==> config.mk <==
export PLATFORM = sky130hd
export DESIGN_NAME = q2e_cordic_pre
export DESIGN_NICKNAME = d
export VERILOG_FILES = /design/src/rtl/q2e_pkg.sv /design/src/rtl/q2e_cordic_pre.sv
export SDC_FILE = /design/constraint.sdc
export NUM_CORES = 1
export LEC_CHECK = 0
export ABC_AREA = 1
export BUFFER_PORTS_ARGS = -buffer_cell sky130_fd_sc_hd__buf_4
export CAP_MARGIN = 0
export CORE_UTILIZATION = 46
export CTS_BUF_LIST = sky130_fd_sc_hd__clkbuf_16
export DETAILED_ROUTE_END_ITERATION = 7
export GPL_TIMING_DRIVEN = 0
export MAX_ROUTING_LAYER = met4
export PLACE_DENSITY = 0.78
export SETUP_SLACK_MARGIN = 0.2
export SYNTH_ARGS = -nofsm -noshare
export SYNTH_HDL_FRONTEND = slang
export SYNTH_SLANG_ARGS = --single-unit
export TNS_END_PERCENT = 50
==> constraint.sdc <==
create_clock -name clk -period 1.2 [get_ports clk]
set_input_delay 0.12 -clock clk [delete_from_list [all_inputs] [get_ports clk]]
set_output_delay 0.12 -clock clk [all_outputs]
set_load 0.05 [all_outputs]
==> src/rtl/q2e_pkg.sv <==
// Shared types, widths and constants for the quaternion to ZYX Euler converter.
// Used by every module of the block; no dependencies.
package q2e_pkg;

    localparam int PW       = 32;   // Q2.28 product
    localparam int VW       = 34;   // doubled sums
    localparam int SW       = 30;   // clamped sinp
    localparam int CW       = 40;   // CORDIC x/y lanes
    localparam int AW       = 25;   // CORDIC angle, 1/256 centidegree
    localparam int RW       = 58;   // square root datapath
    localparam int SQ_STEPS = 29;   // root bits
    localparam int LANES    = 3;

    localparam int LANE_PITCH = 0;
    localparam int LANE_ROLL  = 1;
    localparam int LANE_YAW   = 2;

    localparam logic signed [VW-1:0] ONE_Q28  = VW'(1) <<< 28;
    localparam logic signed [VW-1:0] NONE_Q28 = -(VW'(1) <<< 28);
    localparam logic [56:0]          ONE_Q56  = 57'(1) << 56;
    localparam logic [42:0]          LOCK_TH  = 43'(9999) * (43'(1) << 28);
    localparam logic signed [AW-1:0] HALF_TURN = 25'sd4608000;

    typedef logic signed [CW-1:0] cval_t;
    typedef logic signed [AW-1:0] angle_t;

    typedef struct packed {
        logic signed [SW-1:0] sinp;
        logic signed [VW-1:0] roll_y;
        logic signed [VW-1:0] roll_x;
        logic signed [VW-1:0] yaw_y;
        logic signed [VW-1:0] yaw_x;
        logic                 lock;
        logic                 pos;
    } side_t;

    function automatic angle_t atan_val(input int i);
        angle_t v;
        case (i)
            0:       v = 25'sd1152000;
            1:       v = 25'sd680065;
            2:       v = 25'sd359328;
            3:       v = 25'sd182400;
            4:       v = 25'sd91554;
            5:       v = 25'sd45822;
            6:       v = 25'sd22916;
            7:       v = 25'sd11459;
            8:       v = 25'sd5730;
            9:       v = 25'sd2865;
            10:      v = 25'sd1432;
            11:      v = 25'sd716;
            12:      v = 25'sd358;
            13:      v = 25'sd179;
            14:      v = 25'sd90;
            15:      v = 25'sd45;
            16:      v = 25'sd22;
            17:      v = 25'sd11;
            18:      v = 25'sd6;
            19:      v = 25'sd3;
            20:      v = 25'sd1;
            21:      v = 25'sd1;
            default: v = 25'sd0;
        endcase
        return v;
    endfunction

endpackage

==> src/rtl/q2e_cordic_pre.sv <==
// CORDIC entry cell: zero detect and folding of the left half plane.
// Depends on q2e_pkg.
module q2e_cordic_pre (
    input  logic                clk,
    input  logic                en,
    input  q2e_pkg::cval_t      y_in,
    input  q2e_pkg::cval_t      x_in,
    output q2e_pkg::cval_t      x_out,
    output q2e_pkg::cval_t      y_out,
    output q2e_pkg::angle_t     z_out,
    output logic                zf_out
);

    q2e_pkg::cval_t  x_next, y_next, x_reg, y_reg;
    q2e_pkg::angle_t z_next, z_reg;
    logic            zf_next, zf_reg;

    always_comb
    begin
        zf_next = (x_in == '0) && (y_in == '0);
        x_next  = x_in;
        y_next  = y_in;
        z_next  = '0;
        if (x_in < 0)
        begin
            x_next = -x_in;
            y_next = -y_in;
            z_next = (y_in >= 0) ? q2e_pkg::HALF_TURN : -q2e_pkg::HALF_TURN;
        end
    end

    always_ff @(posedge clk)
    begin
        if (en)
        begin
            x_reg  <= x_next;
            y_reg  <= y_next;
            z_reg  <= z_next;
            zf_reg <= zf_next;
        end
    end

    assign x_out  = x_reg;
    assign y_out  = y_reg;
    assign z_out  = z_reg;
    assign zf_out = zf_reg;

endmodule

==> reports/metrics.cfg <==
[run_status]
status=complete, but fails checks
violations=setup timing

[global_routing]
grt_pass1_wl_um=25500
grt_usage_pct=29.46
grt_max_degree=85
globalRouteOverflowTotal=0
antenna_found_initial=0
grt_pass1_vias=5010

[route]
viasPerCell=5.467
routed_wl_um=20230
post_drt_wl_per_cell_um=19.68
drt_iter0_drc=411
ant_nets=0
vias=5620
drc=0
drt_pass1_iterations=5

[yosys]
ys_warn_count=0
netlist_area_um2=5269
synthesis.area_per_instance_um2=8.131
synth_top_area_share_pct=47.87
synth_area_leaders=edfxtp_1 (48%), nand2_1 (14%), nor2_1 (7.5%)
yosysUniqueCellTypes=24
ys_ff_latch=84
netlist_instances=648
ys_seq_area_share_pct=47.87
yosys.area.top_type=edfxtp_1

[worst_setup_path]
cp.arrival_ns=1.18
critPathKind=flip-flop to output pin
crit_chain=buf_6 -> buf_8
cp_slowest_cell=edfxtp_1
worstPathRequired_ns=1.08
slowest_delay_ns=0.52
cp-end-kind=output pin
worstSetupStartpointType=flip-flop
worstPathMaxFanout=4

[floorplan]
core_um2=10980
io_pins=188
die_area_um2=11890
initial_core_util_pct=47.97
chipWidth_um=109.0
num_rows=38
die_h_um=109.0

[timing]
period_needed_ns=1.296
tightest_slew_ns=0.7971
final.period_utilization_pct=108.0
relSlewSlack_pct=46.86
fmax_ghz=0.7717
hold_ws_ns=0.07103
hold_viol=0
rsz0062_at_grt=yes
setup_viol=11
slew_viol_final=0
fin_ws_ns=-0.09577

[finish]
drive_gt1_share_pct=48.42
final_area_um2=8846
area_growth_pct=67.89
fillers=661
stdcell_count=1028
final_common_cell=nand2_1
final_cell_mix=nand2_1 (155), buf_6 (119), buf_4 (102)
fin_nets=967
insertedDiodeCount=0

[cts]
htreeDepth=3
root_buffer=clkbuf_16
clkTransAtPathRegs_ns=0.06
clk_path_buf_depth=2
clock_sinks=84
cts_tree=done
numCtsBuffers=9

[placement]
io_buffers=175
dp_hpwl_um=12150
pre_cts_ws_ns=-0.2531
placedCellCount=974
gp_congestion=0.8863
placed_area_um2=7107

[power_and_ir_drop]
leakage_nw=3.786
p_per_area_nw_per_um2=1123
power.total_mw=9.936
vdd_drop_max_v=0.0007602

[run]
cap_violations=0

[hold_path]
hp-class=primary input to flip-flop

## Yosys cell counts
| master | instances |
|---|---|
| a21oi_1 | 2 |
| nor2_2 | 11 |
| conb_1 | 1 |
| nor2_1 | 105 |
| nand3b_1 | 3 |
| inv_4 | 1 |
| o21ai_1 | 8 |
| o21ai_0 | 17 |
| nor2_8 | 1 |
| nand2_1 | 196 |
| ha_1 | 2 |
| o21ai_2 | 2 |
| nand3_4 | 1 |
| buf_4 | 26 |
| nand2_2 | 9 |
| buf_2 | 5 |
| edfxtp_1 | 84 |
| inv_1 | 52 |
| xnor2_1 | 24 |
| xor2_1 | 18 |
| nor3_1 | 6 |
| nand4_1 | 18 |
| nand3_1 | 50 |
| nor2_4 | 6 |
## cell type report
class	count	area, um2	share of cell area [%]
multi-input combinational	491	3198	36.15
sequential	84	2522	28.51
timing repair buffer	213	2130	24.07
buffer	31	309.0	3.494
inverter	53	250.2	2.829
clock buffer	9	225.2	2.546
tap	140	175.2	1.980
clock inverter	7	36.28	0.4102
## metal layers
metal / track usage (%) / routed length, um
met3: 4.005 / 1345
met5: - / 0
met2: 47.71 / 10230
met4: 9.846 / 671
met1: 38.00 / 7983
## flip-flops by register name (all words and copies together), names as in the netlist
signal  count
zf_out      1
z_out       3
x_out      40
y_out      40
## critical path, delay by kind of cell, from the launching register on
kind / cells / cell delay, ns
buffers and inverters: 2 / 0.32
DFF: 1 / 0.52
## repair_timing
action,4_1_cts,5_1_grt
endpoints found under the hold margin,3,0
setup buffers,10,25
setup endpoints to repair,209,142
hold buffers,3,0
gates cloned,0,0
gates resized for setup,146,163
pin swaps,21,89
## power by group
| part | total, mW | internal, mW | switching [mW] |
|---|---|---|---|
| logic | 3.59 | 1.31 | 2.28 |
| clock network | 2.60 | 1.38 | 1.22 |
| registers | 3.75 | 3.59 | 0.161 |
## worst paths after layout
kind / from / to / slack (ns) / cells after the start
worst max-delay path: z_out[22] / z_out[18] / -0.1 / 2
worst min-delay path: x_in[32] / x_out[32] / 0.07 / 3
## kinds of logic (layout without fill, tap and decap cells)
logic type | Yosys count | count (layout) | synth area share [%]
flops | 84 | 84 | 47.87
simple gates | 406 | 406 | 33.70
xor+xnor | 42 | 42 | 6.982
compound gates | 29 | 29 | 2.897
buf+inv | 84 | 313 | 8.003
other cells | 1 | 12 | 0.07117
fa+ha+maj | 2 | 2 | 0.4749
## through the flow
step,utilization [%],TNS [ns]
floorplan,-,0
global placement,64.71,-17.19
detailed placement,64.71,-22.98
CTS,73.05,-0.3411
global route,80.54,-1.167
finish,80.54,-0.9653
Note: power is estimated with default switching activity, not from simulation.
