[config.mk]
export PLATFORM = sky130hd
export DESIGN_NAME = q2e_cordic_cell
export DESIGN_NICKNAME = d
export VERILOG_FILES = /design/src/rtl/q2e_pkg.sv /design/src/rtl/q2e_cordic_cell.sv
export SDC_FILE = /design/constraint.sdc
export NUM_CORES = 1
export LEC_CHECK = 0
export BUFFER_PORTS_ARGS = -buffer_cell sky130_fd_sc_hd__buf_2
export CAP_MARGIN = 20
export CORE_AREA = 2 2 181 183
export DETAILED_ROUTE_END_ITERATION = 10
export DIE_AREA = 0 0 183 185
export GPL_TIMING_DRIVEN = 0
export PLACE_DENSITY = 0.66
export SETUP_SLACK_MARGIN = 0.15
export SLEW_MARGIN = 20
export SYNTH_ARGS = -nofsm -noshare
export SYNTH_HDL_FRONTEND = slang
export SYNTH_SLANG_ARGS = --single-unit
export TNS_END_PERCENT = 5
[constraint.sdc]
create_clock -name clk -period 3.75 [get_ports clk]
set_clock_uncertainty 0.1 [all_clocks]
set_input_delay 0.375 -clock clk [delete_from_list [all_inputs] [get_ports clk]]
set_output_delay 0.375 -clock clk [all_outputs]
set_load 0.005 [all_outputs]
[src/rtl/q2e_pkg.sv]
// Shared types, widths and constants for the quaternion to ZYX Euler converter.
// Used by every module of the block; no dependencies.
package q2e_pkg;

    localparam int PW       = 32;   // Q2.28 product
    localparam int VW       = 34;   // doubled sums
    localparam int SW       = 30;   // clamped sinp
    localparam int CW       = 40;   // CORDIC x/y lanes
    localparam int AW       = 25;   // CORDIC angle, 1/256 centidegree
    localparam int RW       = 58;   // square root datapath
    localparam int SQ_STEPS = 29;   // root bits
    localparam int LANES    = 3;

    localparam int LANE_PITCH = 0;
    localparam int LANE_ROLL  = 1;
    localparam int LANE_YAW   = 2;

    localparam logic signed [VW-1:0] ONE_Q28  = VW'(1) <<< 28;
    localparam logic signed [VW-1:0] NONE_Q28 = -(VW'(1) <<< 28);
    localparam logic [56:0]          ONE_Q56  = 57'(1) << 56;
    localparam logic [42:0]          LOCK_TH  = 43'(9999) * (43'(1) << 28);
    localparam logic signed [AW-1:0] HALF_TURN = 25'sd4608000;

    typedef logic signed [CW-1:0] cval_t;
    typedef logic signed [AW-1:0] angle_t;

    typedef struct packed {
        logic signed [SW-1:0] sinp;
        logic signed [VW-1:0] roll_y;
        logic signed [VW-1:0] roll_x;
        logic signed [VW-1:0] yaw_y;
        logic signed [VW-1:0] yaw_x;
        logic                 lock;
        logic                 pos;
    } side_t;

    function automatic angle_t atan_val(input int i);
        angle_t v;
        case (i)
            0:       v = 25'sd1152000;
            1:       v = 25'sd680065;
            2:       v = 25'sd359328;
            3:       v = 25'sd182400;
            4:       v = 25'sd91554;
            5:       v = 25'sd45822;
            6:       v = 25'sd22916;
            7:       v = 25'sd11459;
            8:       v = 25'sd5730;
            9:       v = 25'sd2865;
            10:      v = 25'sd1432;
            11:      v = 25'sd716;
            12:      v = 25'sd358;
            13:      v = 25'sd179;
            14:      v = 25'sd90;
            15:      v = 25'sd45;
            16:      v = 25'sd22;
            17:      v = 25'sd11;
            18:      v = 25'sd6;
            19:      v = 25'sd3;
            20:      v = 25'sd1;
            21:      v = 25'sd1;
            default: v = 25'sd0;
        endcase
        return v;
    endfunction

endpackage

[src/rtl/q2e_cordic_cell.sv]
// One vectoring CORDIC micro-rotation with its output register.
// Depends on q2e_pkg (atan table).
module q2e_cordic_cell #(
    parameter int SHIFT = 0
) (
    input  logic            clk,
    input  logic            en,
    input  q2e_pkg::cval_t  x_in,
    input  q2e_pkg::cval_t  y_in,
    input  q2e_pkg::angle_t z_in,
    input  logic            zf_in,
    output q2e_pkg::cval_t  x_out,
    output q2e_pkg::cval_t  y_out,
    output q2e_pkg::angle_t z_out,
    output logic            zf_out
);

    localparam q2e_pkg::angle_t ATAN = q2e_pkg::atan_val(SHIFT);

    q2e_pkg::cval_t  dx, dy, x_next, y_next, x_reg, y_reg;
    q2e_pkg::angle_t z_next, z_reg;
    logic            zf_reg;

    always_comb
    begin
        dx = y_in >>> SHIFT;
        dy = x_in >>> SHIFT;
        if (y_in >= 0)
        begin
            x_next = x_in + dx;
            y_next = y_in - dy;
            z_next = z_in + ATAN;
        end
        else
        begin
            x_next = x_in - dx;
            y_next = y_in + dy;
            z_next = z_in - ATAN;
        end
    end

    always_ff @(posedge clk)
    begin
        if (en)
        begin
            x_reg  <= x_next;
            y_reg  <= y_next;
            z_reg  <= z_next;
            zf_reg <= zf_in;
        end
    end

    assign x_out  = x_reg;
    assign y_out  = y_reg;
    assign z_out  = z_reg;
    assign zf_out = zf_reg;

endmodule

==> results of run 1 <==
-- registers in the layout, indices dropped and copies added, names as in the netlist --
| name | flops |
|---|---|
| x_out | 40 |
| y_out | 39 |
| z_out | 25 |
| zf_out | 1 |
-- layout make-up --
cell class,count,area share (%)
well taps,408,3.94
flip-flops and latches,105,24.3
clock inverters,7,0.647
clock buffers,9,1.74
repair buffers,213,8.45
inverters,120,3.48
plain buffers,65,2.16
multi-input cells,1039,55.2
-- stage by stage --
| step | worst slack (ns) | setup TNS (ns) | hold WS (ns) |
|---|---|---|---|
| after detailed placement | -1.54 | -13.63 | 0.454 |
| final | 0.105 | 0 | 0.0624 |
| after CTS | 0.0221 | 0 | 0.0515 |
| after global placement | -1.46 | -12.26 | 0.451 |
| after floorplan | 0.231 | 0 | 0.374 |
| after global routing | 0.0450 | 0 | 0.0570 |
-- cells in the final DEF, fill, tap and decap left out, types with 11 or more instances in the layout --
cell      count
nand3_1      23
o21ai_0      95
nand2b_1     21
a31oi_1      14
nor2b_1      25
buf_2       212
edfxtp_1    105
nor4_1       13
o211ai_1     11
nor2_1      116
a21oi_1     152
clkbuf_1     42
ha_1        122
mux2i_1      19
o21bai_1     19
buf_1        12
inv_1       118
nand4_1      16
nand2_1      65
xor2_1       26
nor3_1       35
a21o_1       32
xnor2_1      63
-- kinds of logic after synthesis --
group                    Yosys count
multiplexers                      21
AO/OA/AOI/OAI                    445
adder cells (fa/ha/maj)          125
flip-flops                       105
buffers and inverters            185
XOR/XNOR                          89
AND/OR/NAND/NOR                  359
-- power by group --
| group | switching (mW) | internal (mW) | total (mW) |
|---|---|---|---|
| logic | 1.13 | 0.665 | 1.80 |
| clock network | 0.522 | 0.475 | 0.997 |
| registers | 0.0500 | 1.54 | 1.59 |
-- critical path, stage by stage --
cell and delay [ns]:
buf_2 0.13, ha_1 0.23, fa_1 0.43, nor2b_1 0.17, o311a_1 0.31, o22ai_1 0.65
o22a_2 0.34, a211oi_4 0.11, a21boi_2 0.30, nor3_1 0.12, a311oi_1 0.37, xor2_1 0.10
-- path summary, 6_finish.rpt --
kind              slack, ns  cells past startpoint   endpoint  startpoint
setup / recovery       0.11                     12  x_out[36]     x_in[0]
hold / removal         0.06                      1   z_out[5]     z_in[5]
-- per-layer routing --
layer / vias to the layer above / track usage, % / wire [um]
li1: 5247 / - / -
met1: 5300 / 32.5 / 18500
met2: 531 / 38.0 / 18300
met3: 70 / 3.97 / 3490
met4: 0 / 7.33 / 1000
met5: - / 0 / 0
-- synthesized netlist by cell type, drive strengths merged (10+ instances only) --
cell type,instances,area (um^2)
xnor2,63,552
buf,16,71.3
nand2,65,244
a21boi,11,86.3
nand3,23,115
o21a,10,75.1
a21o,32,240
xor2,26,228
a31oi,14,87.6
nor3,35,175
nand2b,21,131
ha,122,1530
mux2i,19,190
inv,118,443
nor2b,25,156
nor4,14,93.8
nor2,116,435
o21bai,19,143
nand4,16,100
a21oi,156,781
o21ai,105,526
o211ai,11,82.6
clkbuf,49,184
edfxtp,105,3150
==> run metrics, run 1 <==
post-synthesis sequential area ratio=28.7%; post-synthesis simple-gate area fraction=about 16%; max-cap violations=0; design area=approximately 13000 um^2; post-CTS setup buffers=0; Hold Path Class=in -> reg; endpoints failing setup=0; ANT nets after route=0; Die Span X=183 um; crit end category=flip-flop; CP required=~3.8 ns; Synth Area in XOR/XNOR=7.10%; GR Util All Layers=23.6%; number of global-route vias before repair=approximately 10000; DRC Markers=0; Starting Density=about 34%; multi-input logic area=about 7200 um^2; DP Area=12600 um^2; Power Density=approximately 340 nW/um^2; Compound-Gate Fraction of Synth Area=25.4%; First-pass DRT Iterations=5; Hold Buf Count CTS=0; ys async rst share=0%; drt total wl=roughly 41 mm; WL per Instance=21.0 um; Tmin final=about 3.6 ns; final net count=1786; CTS tree=done; Via Count=between 10000 and 15000; initial antenna violation count=0; H-tree lvl count=3; first-pass GRT wire length=between 60 and 70 mm; Syn Nets=1562; num rows=66; status=finished, final reports clean; post-cts resize count=13; WP data arrival=3.66 ns; Clk pin slew, worst setup/hold paths=0.08 ns; CORE AREA=32000 um^2; DP Cell Count=1950; mux contribution to synthesized area=1.94%; Final Hold Fails=0; largest family of logic cells by synthesized area=compound AO/OA/AOI/OAI gates; fin. max-slew vios=0; Antenna Cells=0; share of cells above drive strength 1=between 15 and 20%; startpoint types=primary input; DR iter-0 viols=1061; dpl hpwl=33.0 mm; clock root buffer=clkbuf_16; clock buffer depth=2; Synth Cell Area=~11000 um^2; period utilisation layout=97.2%; ys flop type=edfxtp_1; Post-synth EDFFs=between 100 and 150; die height=185 um; Reg area=3150 um^2; Synth warnings=0; post-synthesis cell type count=71; Adder-Cell Fraction of Synth Area=14.4%; Vias per Instance=5.67; Avg Cell Area, Syn=slightly above 8 um^2; io pins=214; RSZ-0062 raised after global routing=true; register bit count reported by yosys=105; die area=33900 um^2; Slew @ Worst Pin=1.12 ns; Setup CP Type=in -> reg; grt ovf=0; Final Non-Filler Cells=1966; crit-path max FO=6; # port buffers=between 200 and 250; total power=4.38 mW; Fmax=roughly 270 MHz; Layout area overhead=18.0%; Num CTS Buffers=9; routability cong.=between 0.9 and 1; largest net degree at the start of global routing=75; P_leak=~5.6 nW; Worst slew margin=25.3%; Max IR drop VDD=224 uV; fillers=3351; cell count after synthesis=between 1000 and 1500; final core occ=roughly two fifths; CTS sink count=105
Note: power is estimated with default switching activity, not from simulation.
==> run 2, diff against run 1 <==
==> constraint.sdc (replaced) <==
create_clock -name clk -period 3.75 [get_ports clk]
set_clock_uncertainty 0.1 [all_clocks]
set_input_delay 0.75 -clock clk [delete_from_list [all_inputs] [get_ports clk]]
set_output_delay 0.75 -clock clk [all_outputs]
set_load 0.005 [all_outputs]
==> run metrics, run 2 (synthesis results as in run 1) <==
First-pass DRT Iterations=6 (was 5); Total Neg Setup Slack=0 ns (unchanged); clock buffer depth=2 (unchanged); CP Cell Sequence=buf_6, ha_4, clkbuf_8, or4_4, nor4_2, nand3b_1, o22a_2, a211oi_4, a21boi_2, or4_4, o221ai_4, xnor2_1 (was buf_2, ha_1, fa_1, nor2b_1, o311a_1, o22ai_1, o22a_2, a211oi_4, a21boi_2, nor3_1, a311oi_1, xor2_1); grt met1 use=33.1% (was 32.5%); initial antenna violation count=1 (was 0); crit-path max FO=4 (was 6); P_leak=5.80 nW (was 5.62 nW); Die Span X=183 um (unchanged); Power Density=336 nW/um^2 (was 338 nW/um^2); startpoint types=primary input (unchanged); largest net degree at the start of global routing=75 (unchanged); grt ovf=0 (unchanged); Setup CP Type=in -> reg (unchanged); Layout area overhead=21.7% (was 18.0%); Fmax=275 MHz (was 274 MHz); WL per Instance=21.2 um (was 21.0 um); share of cells above drive strength 1=21.3% (was 17.0%); fin. max-slew vios=0 (unchanged); crit end category=flip-flop (unchanged); ANT nets after route=0 (unchanged); DR iter-0 viols=1066 (was 1061); CP max stage delay=0.55 ns (was 0.65 ns); Final Hold Fails=0 (unchanged); GR Util All Layers=24.1% (was 23.6%); status=finished, final reports clean (unchanged); CTS tree=done (unchanged); WP data arrival=3.65 ns (was 3.66 ns); gr busiest metal=met2 (unchanged); routability cong.=0.970 (was 0.963); Tmin final=3.64 ns (about the same); DRC Markers=0 (unchanged); first-pass GRT wire length=62.5 mm (was 60.8 mm); clock root buffer=clkbuf_16 (unchanged); Via Count=11277 (was 11148); Slew @ Worst Pin=1.11 ns (was 1.12 ns); Hold Path Class=in -> reg (unchanged); num rows=66 (unchanged); Num CTS Buffers=9 (unchanged); drt total wl=41.9 mm (was 41.3 mm); max-cap violations=0 (unchanged); io pins=214 (unchanged); Starting Density=34.3% (unchanged); Most Frequent Cell on Critical Path=or4_4; Vias per Instance=5.70 (was 5.67); final net count=1798 (was 1786); # port buffers=212 (unchanged); Clk pin slew, worst setup/hold paths=0.09 ns (was 0.08 ns); Hold Buf Count CTS=0 (unchanged); dpl hpwl=33.1 mm (was 33.0 mm); die area=33900 um^2 (unchanged); CP required=3.76 ns (about the same); most frequent cells in the layout=buf_2, a21oi_1, ha_1 (unchanged); GR Util met3=4.42% (was 3.97%); Slowest-stage cell, CP=or4_4 (was o22ai_1); Max IR drop VDD=238 uV (was 224 uV); Worst slew margin=25.8% (was 25.3%); CTS sink count=105 (unchanged); RSZ-0062 raised after global routing=true (unchanged); period utilisation layout=97.1% (was 97.2%); die height=185 um (unchanged); commonest non-fill, non-tap cell in the layout=buf_2 (unchanged); H-tree lvl count=3 (unchanged); Worst Slack Setup Final=0.111 ns (was 0.105 ns); Largest register FFs=40 (unchanged); number of global-route vias before repair=10714 (was 10350); endpoints failing setup=0 (unchanged); pre-CTS WS=-1.02 ns (was -1.54 ns); CORE AREA=32000 um^2 (unchanged); GRT met2 Usage=38.2% (was 38.0%)
run 2: changes by cell type in the layout (fill, tap and decap cells not counted), sizes merged:
cell,delta
clkinvlp,-2
diode,+2
buf,+13
clkbuf,-1
inv,+2
run 2: final timing paths:
path / startpoint / endpoint / slack [ns] / cells past startpoint
max: y_in[10] / y_out[32] / 0.11 / 12
min: z_in[2] / z_out[2] / 0.44 / 1
run 2: area by class of cell:
cell class              instances  area [um^2]
multi-input cells            1039         7380
fillers                      3274        18700
inverters                     120          453
well taps                     408          510
clock buffers                   9          225
repair buffers                225         1200
plain buffers                  65          340
diodes                          2         5.00
flip-flops and latches        105         3150
clock inverters                 7         88.8
run 2: report_power, final:
part	leakage [nW]	switching, mW	total, mW	internal [mW]
registers	1.03	0.0463	1.58	1.54
clock network	0.153	0.542	1.03	0.485
logic	4.62	1.16	1.88	0.715
total	5.80	1.75	4.49	2.74
run 2: timing repair:
item	4_1_cts	5_1_grt
cloned	0	0
pin swaps	14	10
hold endpoints to repair	0	0
resized for setup	60	59
endpoints found under the setup margin	43	44
buffers inserted	9	3
run 2: metal layers:
layer	share of wire [%]	vias up
met5	0.041	-
met4	2.8	2
met3	8.8	77
met2	45	593
met1	44	5339
li1	-	5266
run 2: metrics by stage:
stage                     util (%)  power (mW)  hold WS (ns)  cell area [um^2]  std cells
after floorplan                  -        2.65         0.749             11000       1329
after CTS                     41.2        4.45         0.428             13200       1975
final                         41.7        4.49         0.439             13400       1980
after detailed placement      39.3        3.35         0.828             12600       1950
after global routing          41.7        4.72         0.432             13400       1978
after global placement        39.2        3.35         0.826             12600       1949
run 2: worst max-delay path, delay by kind of cell:
kind / cells / cell delay [ns]
compound gates: 4 / 1.00
xor+xnor: 1 / 0.11
fa+ha+maj: 1 / 0.22
buf+inv: 2 / 0.23
simple gates: 4 / 1.35
==> run 3, diff against run 2 <==
--- a/config.mk
+++ b/config.mk
@@ -11,7 +11,8 @@
 export DETAILED_ROUTE_END_ITERATION = 10
 export DIE_AREA = 0 0 183 185
 export GPL_TIMING_DRIVEN = 0
-export PLACE_DENSITY = 0.66
+export PLACE_DENSITY = 0.59
+export REMOVE_ABC_BUFFERS = 1
 export SETUP_SLACK_MARGIN = 0.15
 export SLEW_MARGIN = 20
 export SYNTH_ARGS = -nofsm -noshare
==> run metrics, run 3 (synthesis results as in run 1) <==
DP Area=12400 um^2 (was 12600 um^2); hold depth=1 (unchanged); die area=33900 um^2 (unchanged); GR Util All Layers=21.4% (was 24.1%); initial antenna violation count=0 (was 1); Via Count=10610 (was 11277); Hold Path Class=in -> reg (unchanged); Die Span X=183 um (unchanged); Antenna Cells=0 (was 2); worst hold slack=0.452 ns (was 0.439 ns); commonest non-fill, non-tap cell in the layout=buf_2 (unchanged); dpl hpwl=29.3 mm (was 33.1 mm); CORE AREA=32000 um^2 (unchanged); Vias per Instance=5.55 (was 5.70); CTS sink count=105 (unchanged); DRC Markers=0 (unchanged); max-cap violations=0 (unchanged); crit-path max FO=14 (was 4); Power Density=341 nW/um^2 (was 336 nW/um^2); num rows=66 (unchanged); Setup CP Type=in -> reg (unchanged); Starting Density=34.3% (unchanged); # port buffers=213 (was 212); die height=185 um (unchanged); crit end category=flip-flop (unchanged); Reg area=3150 um^2 (unchanged); final core occ=41.0% (was 41.7%); design area=13100 um^2 (was 13400 um^2); CTS tree=done (unchanged); Worst Hold Path EP=z_out[6] (was z_out[2]); number of global-route vias before repair=10027 (was 10714); Worst slew margin=30.2% (was 25.8%); Clk pin slew, worst setup/hold paths=0.08 ns (was 0.09 ns); fillers=3314 (was 3274); fin. max-slew vios=0 (unchanged); clock buffer depth=2 (unchanged); H-tree lvl count=3 (unchanged); Slew @ Worst Pin=1.04 ns (was 1.11 ns); most frequent cells in the layout=buf_2, a21oi_1, inv_1 (was buf_2, a21oi_1, ha_1); Layout area overhead=19.5% (was 21.7%); Hold Buf Count CTS=0 (unchanged); Final Hold Fails=0 (unchanged); Max IR drop VDD=225 uV (was 238 uV); first-pass GRT wire length=56.1 mm (was 62.5 mm); CP required=3.78 ns (was 3.76 ns); drt total wl=37.5 mm (was 41.9 mm); WL per Instance=19.6 um (was 21.2 um); Hold Path Origin=z_in[6] (was z_in[2]); startpoint types=primary input (unchanged); final net count=1731 (was 1798); First-pass DRT Iterations=5 (was 6); multi-input logic area=7470 um^2 (was 7380 um^2); period utilisation layout=97.4% (was 97.1%); Tmin final=3.65 ns (was 3.64 ns); largest net degree at the start of global routing=73 (was 75); status=finished, final reports clean (unchanged); endpoints failing setup=0 (unchanged); RSZ-0062 raised after global routing=true (unchanged); Largest register FFs=40 (unchanged); grt ovf=0 (unchanged); share of cells above drive strength 1=20.7% (was 21.3%); Num CTS Buffers=9 (unchanged); Fmax=274 MHz (was 275 MHz); DR iter-0 viols=992 (was 1066); Worst Slack Setup Final=0.0989 ns (was 0.111 ns); io pins=214 (unchanged); ANT nets after route=0 (unchanged); clock root buffer=clkbuf_16 (unchanged); WP data arrival=3.68 ns (was 3.65 ns); routability cong.=0.926 (was 0.970); pre-CTS WS=-1.06 ns (was -1.02 ns); P_leak=5.61 nW (was 5.80 nW)
## run 3: cell types whose count changed in the layout (fill, tap and decap cells not counted), sizes merged
cell	delta
buf	-20
clkinvlp	+1
clkinv	-3
inv	-2
bufinv	+2
clkbuf	-45
diode	-2
## run 3: worst max-delay path, stage by stage
cell and delay, ns:
buf_2 0.11, inv_1 0.07, ha_4 0.31, or4_4 0.59, o221a_2 0.29, o22a_2 0.27
a211oi_4 0.38, a21boi_4 0.15, or4_4 0.47, o221ai_2 0.19, xnor2_1 0.09
## run 3: worst max-delay path by stage
| stage | from | to | cells past startpoint | slack (ns) |
|---|---|---|---|---|
| 4_1_cts | x_in[4] | x_out[33] | 12 | 0.04 |
| 3_3_place_gp | y_in[39] | z_out[24] | 10 | -3.56 |
| 6_report | x_in[13] | y_out[32] | 11 | 0.1 |
| 3_5_place_dp | y_in[0] | y_out[36] | 13 | -1.06 |
| 5_1_grt | x_in[19] | y_out[32] | 12 | 0.02 |
| 2_1_floorplan | y_in[39] | z_out[24] | 9 | -0.30 |
## run 3: metrics by stage
step	cells	power (mW)	TNS, ns
3_3_place_gp	1885	3.29	-119.09
3_5_place_dp	1888	3.30	-21.09
5_1_grt	1911	4.72	0
4_1_cts	1908	4.43	0
6_report	1911	4.47	0
2_1_floorplan	1264	2.62	-0.685
## run 3: final cells by class
cell class	count	area share [%]
multi-input combinational	1039	56.9
sequential	105	24.0
timing repair buffer	223	9.27
tap	408	3.89
inverter	120	3.46
clock buffer	11	1.77
clock inverter	5	0.648
## run 3: repair_timing
item,CTS,global route
endpoints found under the setup margin,36,33
pin swaps,4,7
resized for setup,36,50
buffers inserted,4,3
## run 3: power by group
group          internal, mW  leakage [nW]  total, mW  switching (mW)
clock                 0.592         0.151       1.07           0.482
sequential             1.54          1.03       1.58          0.0411
combinational         0.712          4.43       1.82            1.11
## run 3: metal layers
layer / global-route usage (%) / vias to the layer above / wire, um
li1: - / 5149 / -
met1: 29.6 / 5045 / 17500
met2: 34.6 / 379 / 17000
met3: 3.01 / 37 / 2300
met4: 6.34 / 0 / 726
met5: 0 / - / 0
