`src/rtl/q2e_pkg.sv`:
```
// Shared types, widths and constants for the quaternion to ZYX Euler converter.
// Used by every module of the block; no dependencies.
package q2e_pkg;

    localparam int PW       = 32;   // Q2.28 product
    localparam int VW       = 34;   // doubled sums
    localparam int SW       = 30;   // clamped sinp
    localparam int CW       = 40;   // CORDIC x/y lanes
    localparam int AW       = 25;   // CORDIC angle, 1/256 centidegree
    localparam int RW       = 58;   // square root datapath
    localparam int SQ_STEPS = 29;   // root bits
    localparam int LANES    = 3;

    localparam int LANE_PITCH = 0;
    localparam int LANE_ROLL  = 1;
    localparam int LANE_YAW   = 2;

    localparam logic signed [VW-1:0] ONE_Q28  = VW'(1) <<< 28;
    localparam logic signed [VW-1:0] NONE_Q28 = -(VW'(1) <<< 28);
    localparam logic [56:0]          ONE_Q56  = 57'(1) << 56;
    localparam logic [42:0]          LOCK_TH  = 43'(9999) * (43'(1) << 28);
    localparam logic signed [AW-1:0] HALF_TURN = 25'sd4608000;

    typedef logic signed [CW-1:0] cval_t;
    typedef logic signed [AW-1:0] angle_t;

    typedef struct packed {
        logic signed [SW-1:0] sinp;
        logic signed [VW-1:0] roll_y;
        logic signed [VW-1:0] roll_x;
        logic signed [VW-1:0] yaw_y;
        logic signed [VW-1:0] yaw_x;
        logic                 lock;
        logic                 pos;
    } side_t;

    function automatic angle_t atan_val(input int i);
        angle_t v;
        case (i)
            0:       v = 25'sd1152000;
            1:       v = 25'sd680065;
            2:       v = 25'sd359328;
            3:       v = 25'sd182400;
            4:       v = 25'sd91554;
            5:       v = 25'sd45822;
            6:       v = 25'sd22916;
            7:       v = 25'sd11459;
            8:       v = 25'sd5730;
            9:       v = 25'sd2865;
            10:      v = 25'sd1432;
            11:      v = 25'sd716;
            12:      v = 25'sd358;
            13:      v = 25'sd179;
            14:      v = 25'sd90;
            15:      v = 25'sd45;
            16:      v = 25'sd22;
            17:      v = 25'sd11;
            18:      v = 25'sd6;
            19:      v = 25'sd3;
            20:      v = 25'sd1;
            21:      v = 25'sd1;
            default: v = 25'sd0;
        endcase
        return v;
    endfunction

endpackage

```
`src/rtl/q2e_sqrt_cell.sv`:
```
// One restoring square-root cell: resolves one root bit per cycle while en is high.
// Carries the side payload to its neighbor. Depends on q2e_pkg.
module q2e_sqrt_cell #(
    parameter int EXP = 0
) (
    input  logic                   clk,
    input  logic                   en,
    input  logic [q2e_pkg::RW-1:0] v_in,
    input  logic [q2e_pkg::RW-1:0] r_in,
    input  q2e_pkg::side_t         side_in,
    output logic [q2e_pkg::RW-1:0] v_out,
    output logic [q2e_pkg::RW-1:0] r_out,
    output q2e_pkg::side_t         side_out
);

    localparam logic [q2e_pkg::RW-1:0] BIT_VAL = q2e_pkg::RW'(1) << EXP;

    logic [q2e_pkg::RW-1:0] t;
    logic [q2e_pkg::RW-1:0] v_next;
    logic [q2e_pkg::RW-1:0] r_next;
    logic [q2e_pkg::RW-1:0] v_reg;
    logic [q2e_pkg::RW-1:0] r_reg;
    q2e_pkg::side_t         side_reg;

    always_comb
    begin
        t = r_in + BIT_VAL;
        if (v_in >= t)
        begin
            v_next = v_in - t;
            r_next = (r_in >> 1) + BIT_VAL;
        end
        else
        begin
            v_next = v_in;
            r_next = r_in >> 1;
        end
    end

    always_ff @(posedge clk)
    begin
        if (en)
        begin
            v_reg    <= v_next;
            r_reg    <= r_next;
            side_reg <= side_in;
        end
    end

    assign v_out    = v_reg;
    assign r_out    = r_reg;
    assign side_out = side_reg;

endmodule

```
`config.mk`:
```
export PLATFORM = sky130hd
export DESIGN_NAME = q2e_sqrt_cell
export DESIGN_NICKNAME = d
export VERILOG_FILES = /design/src/rtl/q2e_pkg.sv /design/src/rtl/q2e_sqrt_cell.sv
export SDC_FILE = /design/constraint.sdc
export NUM_CORES = 1
export LEC_CHECK = 0
export ABC_AREA = 1
export BUFFER_PORTS_ARGS = -buffer_cell sky130_fd_sc_hd__buf_2
export CORE_AREA = 2 2 220 222
export CTS_CLUSTER_DIAMETER = 120
export CTS_CLUSTER_SIZE = 40
export DETAILED_ROUTE_END_ITERATION = 10
export DIE_AREA = 0 0 222 224
export PLACE_DENSITY_LB_ADDON = 0.3
export SLEW_MARGIN = 0
export SYNTH_ARGS = -nofsm -noshare
export SYNTH_HDL_FRONTEND = slang
export SYNTH_SLANG_ARGS = --single-unit
```
`constraint.sdc`:
```
create_clock -name clk -period 4.1 [get_ports clk]
set_input_delay 1.23 -clock clk [delete_from_list [all_inputs] [get_ports clk]]
set_output_delay 1.23 -clock clk [all_outputs]
set_load 0.05 [all_outputs]
```
==> results.py, run 1 <==
metrics = {
    "cells_and_area": {
        "fin_cells": 4059,
        "final_nets": 3776,
        "area_growth_pct": 62.4,
        "layout_common_cells": "754 x nand2_1, 570 x buf_4, 559 x buf_2",
        "final_common_cell": "nand2_1",
        "final_layout_size_suffix_gt1_frac": 0.456,
        "final_core_util": 0.608,
    },
    "route": {
        "vias": 20400,
        "avgRoutedWirePerCell_um": 23.6,
        "drtPass1Iterations": 5,
        "drc": 0,
        "ant_nets": 0,
        "via_per_inst": 5.03,
        "drt_iter0_markers": 1982,
        "drt_wl_total_um": 95800,
    },
    "power_and_ir_drop": {
        "ir_drop_v": 0.000436,
        "p_leak_nw": 14.5,
        "powerDensity_nw_per_um2": 320,
    },
    "worst_setup_path": {
        "path_class": "in -> reg",
        "cp-start-kind": "primary input",
        "crit_top_cell": "nand2_2",
        "arrival_ns": 4.48,
        "critPathCaptureType": "flop",
        "critPathMaxStageDelay_ns": 0.31,
        "required_ns": 4.41,
        "slowest_stage": "nor3_4",
        "crit_fanout": 8,
    },
    "yosys": {
        "synth_nets": 2596,
        "ys_types": 35,
        "avgSynthCellArea_sq_um": 7.88,
        "post_synth_inst_count": 2249,
        "async_reset_ff_frac": 0,
        "synth_area_leaders": "edfxtp_1 48%, nand2_1 19%, inv_1 7.7%",
        "yosys_warnings": 0,
        "netlist_area_sq_um": 17700,
        "seq_area_frac_synth": 0.481,
        "synth.ff_latch_count": 284,
        "synth.largest_area_cell": "edfxtp_1",
        "synth_enable_flop_cells": 284,
        "synth_top_area_share": 0.481,
        "synth-main-ff-cell": "edfxtp_1",
    },
    "outcome": {
        "outcome": "finished with violations",
        "failed_checks": "negative setup slack",
    },
    "clock_tree": {
        "clk_pin_slew_ns": 0.15,
        "cts_buffer_depth": 3,
        "cts_tree": "done",
        "cts-root-buf": "clkbuf_16",
        "cts_sinks": 284,
        "cts_buffers": 12,
        "htreeDepth": 1,
        "ctsHoldBuffers": 0,
    },
    "flow_run": {
        "maxCapViolCount": 0,
    },
    "sta": {
        "timing.final.crit_share": 1.02,
        "setup_violations": 77,
        "slew_violations": 0,
        "finalHoldViolations": 0,
        "worstMarginPinSlew_ns": 0.546,
        "slew_headroom": 0.635,
        "finalCriticalPeriod_ns": 4.16,
        "setup_ws_ns": -0.0649,
        "max_freq_mhz": 240,
        "rsz0062_at_grt": "true",
    },
    "floorplanning": {
        "die_h_um": 224,
        "die_width_um": 222,
        "die_area_sq_um": 49700,
        "ios": 570,
        "num_rows": 80,
        "core_sq_um": 47300,
        "start_util": 0.374,
    },
    "grt": {
        "gr-total-overflow": 0,
        "grt_max_degree": 74,
        "antenna_found_initial": 24,
        "grt_pass1_vias": 19400,
        "grt_pass1_wl_um": 130000,
        "track_usage": 0.363,
    },
    "placed_design": {
        "port_buffers": 569,
        "gp_congestion": 1.03,
        "dp.cells": 3953,
        "dp_hpwl_um": 78100,
    },
    "hold_path": {
        "holdPathEnd": "side_out[80]",
        "hold_start": "side_in[80]",
        "whs_path_depth": 1,
        "hold_class": "in -> reg",
    },
}
cells in the mapped netlist (10+ instances only):
library cell and count:
a21oi_1 29, buf_2 14, buf_6 10, edfxtp_1 284, ha_1 60, inv_1 365, inv_2 13, nand2_1 879
nand3_1 108, nand3b_1 13, nand4_1 29, nor2_1 184, nor2_2 10, nor3_1 42, o21ai_0 19, o21ai_1 31
xor2_1 131
state kept, by name, summed over array words and instances (netlist names):
signal	flops
side_out	168
r_out	58
v_out	58
power breakdown:
group | switching [mW] | leakage [nW] | internal, mW | total (mW)
combinational | 2.57 | 11.6 | 1.29 | 3.86
sequential | 0.131 | 2.78 | 3.55 | 3.68
clock | 1.03 | 0.203 | 0.634 | 1.66
total | 3.73 | 14.5 | 5.47 | 9.20
repair_timing:
| item | CTS | global route |
|---|---|---|
| resized for setup | 200 | 274 |
| endpoints found under the setup margin | 116 | 116 |
| gates cloned | 5 | 16 |
| pin swaps | 48 | 73 |
| setup buffers | 41 | 19 |
metal layers:
metal / vias to the layer above / part of all wire / global-route usage
met5: - / 0.0010 / 0
met3: 216 / 0.083 / 0.0588
met1: 9760 / 0.40 / 0.470
met2: 1010 / 0.47 / 0.623
li1: 9423 / - / -
met4: 16 / 0.044 / 0.118
per-stage QoR:
step                       TNS, ns  hold WS [ns]  area, sq um  worst slack (ns)  total power [mW]
after global placement     -112.41          1.41        25500             -1.25              7.06
after CTS                 -0.00640         0.817        27200          -0.00640              8.88
after floorplan              -1.30          1.33        17900           -0.0217              5.62
after global routing        -19.02         0.821        28800            -0.232              9.49
final                        -2.04         0.826        28800           -0.0649              9.20
after detailed placement   -115.79          1.41        25500             -1.30              7.07
how the worst max path moves through the flow:
| stage | start | end | slack (ns) | cells past startpoint |
|---|---|---|---|---|
| floorplan | r_in[1] | r_out[5] | -0.02 | 25 |
| global route | r_in[21] | v_out[20] | -0.23 | 27 |
| finish | r_in[2] | v_out[24] | -0.06 | 27 |
| global placement | r_in[38] | r_out[18] | -1.25 | 22 |
| detailed placement | r_in[38] | r_out[18] | -1.30 | 22 |
| CTS | r_in[38] | r_out[13] | -0.006 | 23 |
critical path, delay by kind of cell:
| kind | cells | cell delay (ns) |
|---|---|---|
| AO/OA/AOI/OAI | 1 | 0.15 |
| XOR/XNOR | 1 | 0.13 |
| adder cells (fa/ha/maj) | 2 | 0.36 |
| buffers and inverters | 7 | 0.96 |
| AND/OR/NAND/NOR | 16 | 1.62 |
cell type report:
cell class                      instances  area, sq um
Multi-Input combinational cell       1561         9420
Fill cell                            4295        18600
Clock buffer                           14          329
Sequential cell                       284         8530
Timing Repair Buffer                 1191         8180
Antenna cell                           10         25.0
Clock inverter                          5          100
Inverter                              379         1440
Tap cell                              615          769
cells by family (layout without fill, tap and decap cells):
kind of cell	after synthesis	count (layout)	synth area share
flip-flops	284	284	0.481
XOR/XNOR	133	133	0.0657
adder cells (fa/ha/maj)	61	61	0.0435
other	0	10	0
AND/OR/NAND/NOR	1282	1283	0.294
buffers and inverters	405	1589	0.0919
AO/OA/AOI/OAI	84	84	0.0243
Power figures use the tool's default switching activity.
==> run 2, diff against run 1 <==
--- a/config.mk
+++ b/config.mk
@@ -12,8 +12,9 @@
 export CTS_CLUSTER_SIZE = 40
 export DETAILED_ROUTE_END_ITERATION = 10
 export DIE_AREA = 0 0 222 224
-export PLACE_DENSITY_LB_ADDON = 0.3
+export PLACE_DENSITY = 0.65
 export SLEW_MARGIN = 0
 export SYNTH_ARGS = -nofsm -noshare
 export SYNTH_HDL_FRONTEND = slang
 export SYNTH_SLANG_ARGS = --single-unit
+export TNS_END_PERCENT = 1
==> results.py, run 2 (synthesis gave the netlist of run 1 again) <==
metrics = {
    "grt": {
        "grt_pass1_vias": 19000,
        "grt_max_degree": 106,
        "track_usage": 0.358,
        "gr-total-overflow": 0,
        "grt_pass1_wl_um": 128000,
        "antenna_found_initial": 15,
    },
    "clock_tree": {
        "htreeDepth": 1,
        "ctsHoldBuffers": 0,
        "cts_sinks": 284,
        "cts-root-buf": "clkbuf_16",
        "cts_tree": "done",
        "cts_buffer_depth": 3,
        "cts_buffers": 13,
        "clk_pin_slew_ns": 0.14,
    },
    "sta": {
        "finalHoldViolations": 0,
        "timing.final.crit_share": 1.04,
        "max_freq_mhz": 235,
        "setup_violations": 102,
        "slew_violations": 0,
        "finalCriticalPeriod_ns": 4.25,
        "setup_ws_ns": -0.152,
        "slew_headroom": 0.424,
        "rsz0062_at_grt": "true",
        "worstMarginPinSlew_ns": 0.864,
        "fin_setup_tns_ns": -8.52,
    },
    "flow_run": {
        "maxCapViolCount": 0,
    },
    "placed_design": {
        "pre_cts_ws_ns": -0.966,
        "gp_congestion": 1.00,
        "port_buffers": 569,
        "dp_hpwl_um": 77500,
        "dpl_cell_area_sq_um": 25500,
    },
    "power_and_ir_drop": {
        "sequentialPowerShare": 0.407,
        "p_int_mw": 5.38,
        "ir_drop_v": 0.000299,
        "power_mw": 9.06,
        "p_leak_nw": 14.0,
        "pwr-share-clk": 0.191,
        "switching_share": 0.406,
        "p_switching_mw": 3.68,
        "comb_power_share": 0.402,
        "powerDensity_nw_per_um2": 328,
    },
    "worst_setup_path": {
        "cp-start-kind": "primary input",
        "crit_top_cell": "nand2_1",
        "path_class": "in -> reg",
        "required_ns": 4.41,
        "slowest_stage": "ha_1",
        "critPathCaptureType": "flop",
        "critPathMaxStageDelay_ns": 0.24,
        "cp.depth": 27,
        "crit_fanout": 6,
        "crit_buf_inv": 10,
        "critPathTopFamily": "simple AND/OR/NAND/NOR gates",
        "arrival_ns": 4.56,
    },
    "floorplanning": {
        "num_rows": 80,
        "ios": 570,
        "core_sq_um": 47300,
        "start_util": 0.374,
        "die_width_um": 222,
        "die_area_sq_um": 49700,
        "die_h_um": 224,
    },
    "cells_and_area": {
        "area_growth_pct": 55.7,
        "final_common_cell": "nand2_1",
        "final_layout_size_suffix_gt1_frac": 0.428,
        "post-route-cell-area_sq_um": 27600,
        "final_nets": 3732,
        "largest_reg_flops": 168,
        "layout_common_cells": "808 x nand2_1, 559 x buf_2, 547 x buf_4",
    },
    "outcome": {
        "outcome": "finished with violations",
        "failed_checks": "negative setup slack",
    },
    "route": {
        "via_per_inst": 5.00,
        "drt_iter0_markers": 1945,
        "drtPass1Iterations": 8,
        "vias": 20100,
        "ant_nets": 0,
        "drt_wl_total_um": 93000,
        "avgRoutedWirePerCell_um": 23.2,
        "drc": 0,
    },
    "hold_path": {
        "hold_class": "in -> reg",
        "whs_path_depth": 1,
    },
}
-- run 2: changes by cell type in the layout (fill, tap and decap cells not counted), moves of 13 or more --
| cell | before | now |
|---|---|---|
| nand2_1 | 754 | 808 |
| nand2_2 | 102 | 67 |
| nor2_2 | 41 | 54 |
| nand2_4 | 26 | 7 |
| buf_4 | 570 | 547 |
-- run 2: layout make-up --
cell class | count | area (sq um)
Antenna cell | 7 | 17.5
Clock buffer | 13 | 325
Clock inverter | 6 | 148
Fill cell | 4471 | 19800
Inverter | 379 | 1430
Multi-Input combinational cell | 1560 | 8760
Sequential cell | 284 | 8530
Tap cell | 615 | 769
Timing Repair Buffer | 1147 | 7610
-- run 2: power by group through the flow --
stage | logic [mW] | registers, mW | clock network [mW]
after floorplan | 0.905 | 4.72 | 0
final | 3.64 | 3.69 | 1.73
after global placement | 3.32 | 3.75 | 0
after detailed placement | 3.33 | 3.74 | 0
after CTS | 3.46 | 3.68 | 1.76
after global routing | 3.83 | 3.70 | 1.84
-- run 2: worst paths after layout --
path                  slack, ns        start      endpoint
worst min-delay path       0.84  side_in[99]  side_out[99]
worst max-delay path      -0.15     r_in[19]     v_out[40]
-- run 2: repair_timing --
action	4_1_cts	5_1_grt
gates resized for setup	83	242
hold endpoints to repair	0	0
gates cloned	4	5
setup endpoints to repair	116	116
buffers inserted	10	17
pin swaps	19	74
-- run 2: through the flow --
stage	hold slack, ns	cells	utilization
3_5_place_dp	1.41	3950	0.538
4_1_cts	0.829	3983	0.559
2_1_floorplan	1.33	2249	-
6_report	0.837	4011	0.583
3_3_place_gp	1.41	3950	0.538
5_1_grt	0.826	4006	0.583
-- run 2: routing by layer --
| metal | part of all wire | global-route usage |
|---|---|---|
| met3 | 0.081 | 0.0603 |
| met1 | 0.41 | 0.466 |
| met4 | 0.044 | 0.128 |
| met2 | 0.47 | 0.604 |
| met5 | 0.00039 | 0 |
==> run 3, diff against run 2 <==
--- a/config.mk
+++ b/config.mk
@@ -13,6 +13,8 @@
 export DETAILED_ROUTE_END_ITERATION = 10
 export DIE_AREA = 0 0 222 224
 export PLACE_DENSITY = 0.65
+export REMOVE_ABC_BUFFERS = 1
+export SKIP_LAST_GASP = 1
 export SLEW_MARGIN = 0
 export SYNTH_ARGS = -nofsm -noshare
 export SYNTH_HDL_FRONTEND = slang
==> results.py, run 3 (synthesis gave the netlist of run 1 again) <==
metrics = {
    "grt": {
        "grt_pass1_wl_um": 126000,
        "antenna_found_initial": 19,
        "track_usage": 0.354,
        "grt_max_degree": 86,
        "gr-total-overflow": 0,
        "grt_pass1_vias": 18800,
    },
    "power_and_ir_drop": {
        "powerDensity_nw_per_um2": 328,
        "p_switching_mw": 3.64,
        "ir_drop_v": 0.000389,
        "pwr-share-clk": 0.192,
        "p_int_mw": 5.36,
        "p_leak_nw": 13.9,
        "switching_share": 0.405,
        "comb_power_share": 0.398,
        "sequentialPowerShare": 0.410,
    },
    "route": {
        "drtPass1Iterations": 5,
        "drt_iter0_markers": 1599,
        "via_per_inst": 4.93,
        "ant_nets": 0,
        "vias": 19700,
        "drt_wl_total_um": 91900,
        "drc": 0,
        "avgRoutedWirePerCell_um": 23.0,
    },
    "clock_tree": {
        "clk_pin_slew_ns": 0.15,
        "cts-root-buf": "clkbuf_16",
        "cts_buffer_depth": 3,
        "ctsHoldBuffers": 0,
        "htreeDepth": 1,
        "cts_buffers": 13,
        "cts_sinks": 284,
        "cts_tree": "done",
    },
    "cells_and_area": {
        "largest_reg_flops": 168,
        "final_common_cell": "nand2_1",
        "post-route-cell-area_sq_um": 27400,
        "layout_common_cells": "816 x nand2_1, 562 x buf_2, 539 x buf_4",
        "final_nets": 3720,
        "final_layout_size_suffix_gt1_frac": 0.412,
        "fin_cells": 4004,
        "area_growth_pct": 54.7,
    },
    "sta": {
        "rsz0062_at_grt": "true",
        "setup_violations": 114,
        "worstMarginPinSlew_ns": 0.810,
        "timing.final.crit_share": 1.03,
        "finalHoldViolations": 0,
        "max_freq_mhz": 237,
        "slew_headroom": 0.460,
        "finalCriticalPeriod_ns": 4.21,
        "setup_ws_ns": -0.114,
        "slew_violations": 0,
    },
    "placed_design": {
        "dp_hpwl_um": 77000,
        "dp.cells": 3948,
        "dpl_cell_area_sq_um": 25400,
        "gp_congestion": 1.04,
        "port_buffers": 569,
    },
    "worst_setup_path": {
        "cp-start-kind": "primary input",
        "arrival_ns": 4.54,
        "critPathCaptureType": "flop",
        "required_ns": 4.43,
        "crit_fanout": 8,
        "path_class": "in -> reg",
    },
    "flow_run": {
        "maxCapViolCount": 0,
    },
    "hold_path": {
        "whs_path_depth": 1,
        "hold_start": "side_in[45]",
        "holdPathEnd": "side_out[45]",
        "hold_class": "in -> reg",
    },
    "outcome": {
        "failed_checks": "negative setup slack",
        "outcome": "finished with violations",
    },
    "floorplanning": {
        "core_sq_um": 47300,
        "die_area_sq_um": 49700,
        "die_h_um": 224,
        "num_rows": 80,
        "die_width_um": 222,
        "ios": 570,
        "start_util": 0.374,
    },
}
## run 3: cell types whose count changed in the layout (fill, tap and decap cells not counted), sizes merged
cell,previous run,this run
clkinvlp,2,1
clkinv,5,6
clkbuf,23,18
diode,7,11
inv,378,379
buf,1137,1130
## run 3: worst max path at each step
| stage | startpoint | to | slack [ns] | depth (start not counted) |
|---|---|---|---|---|
| 3_3_place_gp | r_in[1] | r_out[20] | -1.21 | 21 |
| 2_1_floorplan | r_in[1] | v_out[49] | -1.45 | 23 |
| 5_1_grt | r_in[20] | r_out[5] | -0.23 | 26 |
| 3_5_place_dp | r_in[1] | r_out[20] | -1.12 | 21 |
| 6_report | r_in[21] | r_out[10] | -0.11 | 22 |
| 4_1_cts | r_in[0] | r_out[20] | -0.10 | 25 |
## run 3: what timing repair did
action	CTS	global route
pin swaps	16	86
cloned	4	3
hold endpoints to repair	0	0
resized for setup	95	197
endpoints found under the setup margin	116	116
setup buffers	1	19
## run 3: critical path, cell delays in order
cell and delay [ns]:
buf_8 0.08, clkinvlp_4 0.21, nor3_4 0.35, buf_4 0.16, nand2_1 0.08, nor2_2 0.17
buf_4 0.15, nand2_1 0.10, xor2_2 0.30, ha_4 0.27, nand2_1 0.06, nand2_1 0.07
nand2_1 0.06, nand2_1 0.07, inv_1 0.07, nand2_2 0.07, a21oi_4 0.18, nor2_4 0.05
nor2_4 0.16, nand2_8 0.14, buf_16 0.17, o21ai_0 0.33
## run 3: metrics by stage
step	setup WS [ns]	hold slack [ns]	power [mW]	TNS (ns)	util
2_1_floorplan	-1.45	1.33	5.56	-131.42	-
3_3_place_gp	-1.21	1.41	7.06	-125.70	0.536
3_5_place_dp	-1.12	1.41	7.07	-118.16	0.536
4_1_cts	-0.105	0.801	8.87	-3.85	0.557
5_1_grt	-0.227	0.808	9.31	-19.02	0.579
6_report	-0.114	0.820	9.00	-6.43	0.579
## run 3: cell type report
type	count	area, sq um
multi-input cells	1560	8710
repair buffers	1135	7490
clock inverters	7	143
well taps	615	769
fillers	4389	19900
diodes	11	27.5
inverters	379	1430
flip-flops and latches	284	8530
clock buffers	13	325
## run 3: layer usage
metal	global-route usage	wire length (um)	part of all wire
met1	0.462	38000	0.41
met2	0.606	44100	0.48
met3	0.0567	6530	0.071
met4	0.110	3160	0.034
met5	0	77	0.00084
## run 3: power by group through the flow
stage               Sequential, mW  Combinational, mW  Clock, mW
floorplan                     4.72              0.843          0
global placement              3.75               3.31          0
detailed placement            3.74               3.33          0
CTS                           3.69               3.43       1.76
global route                  3.71               3.77       1.83
finish                        3.69               3.58       1.73
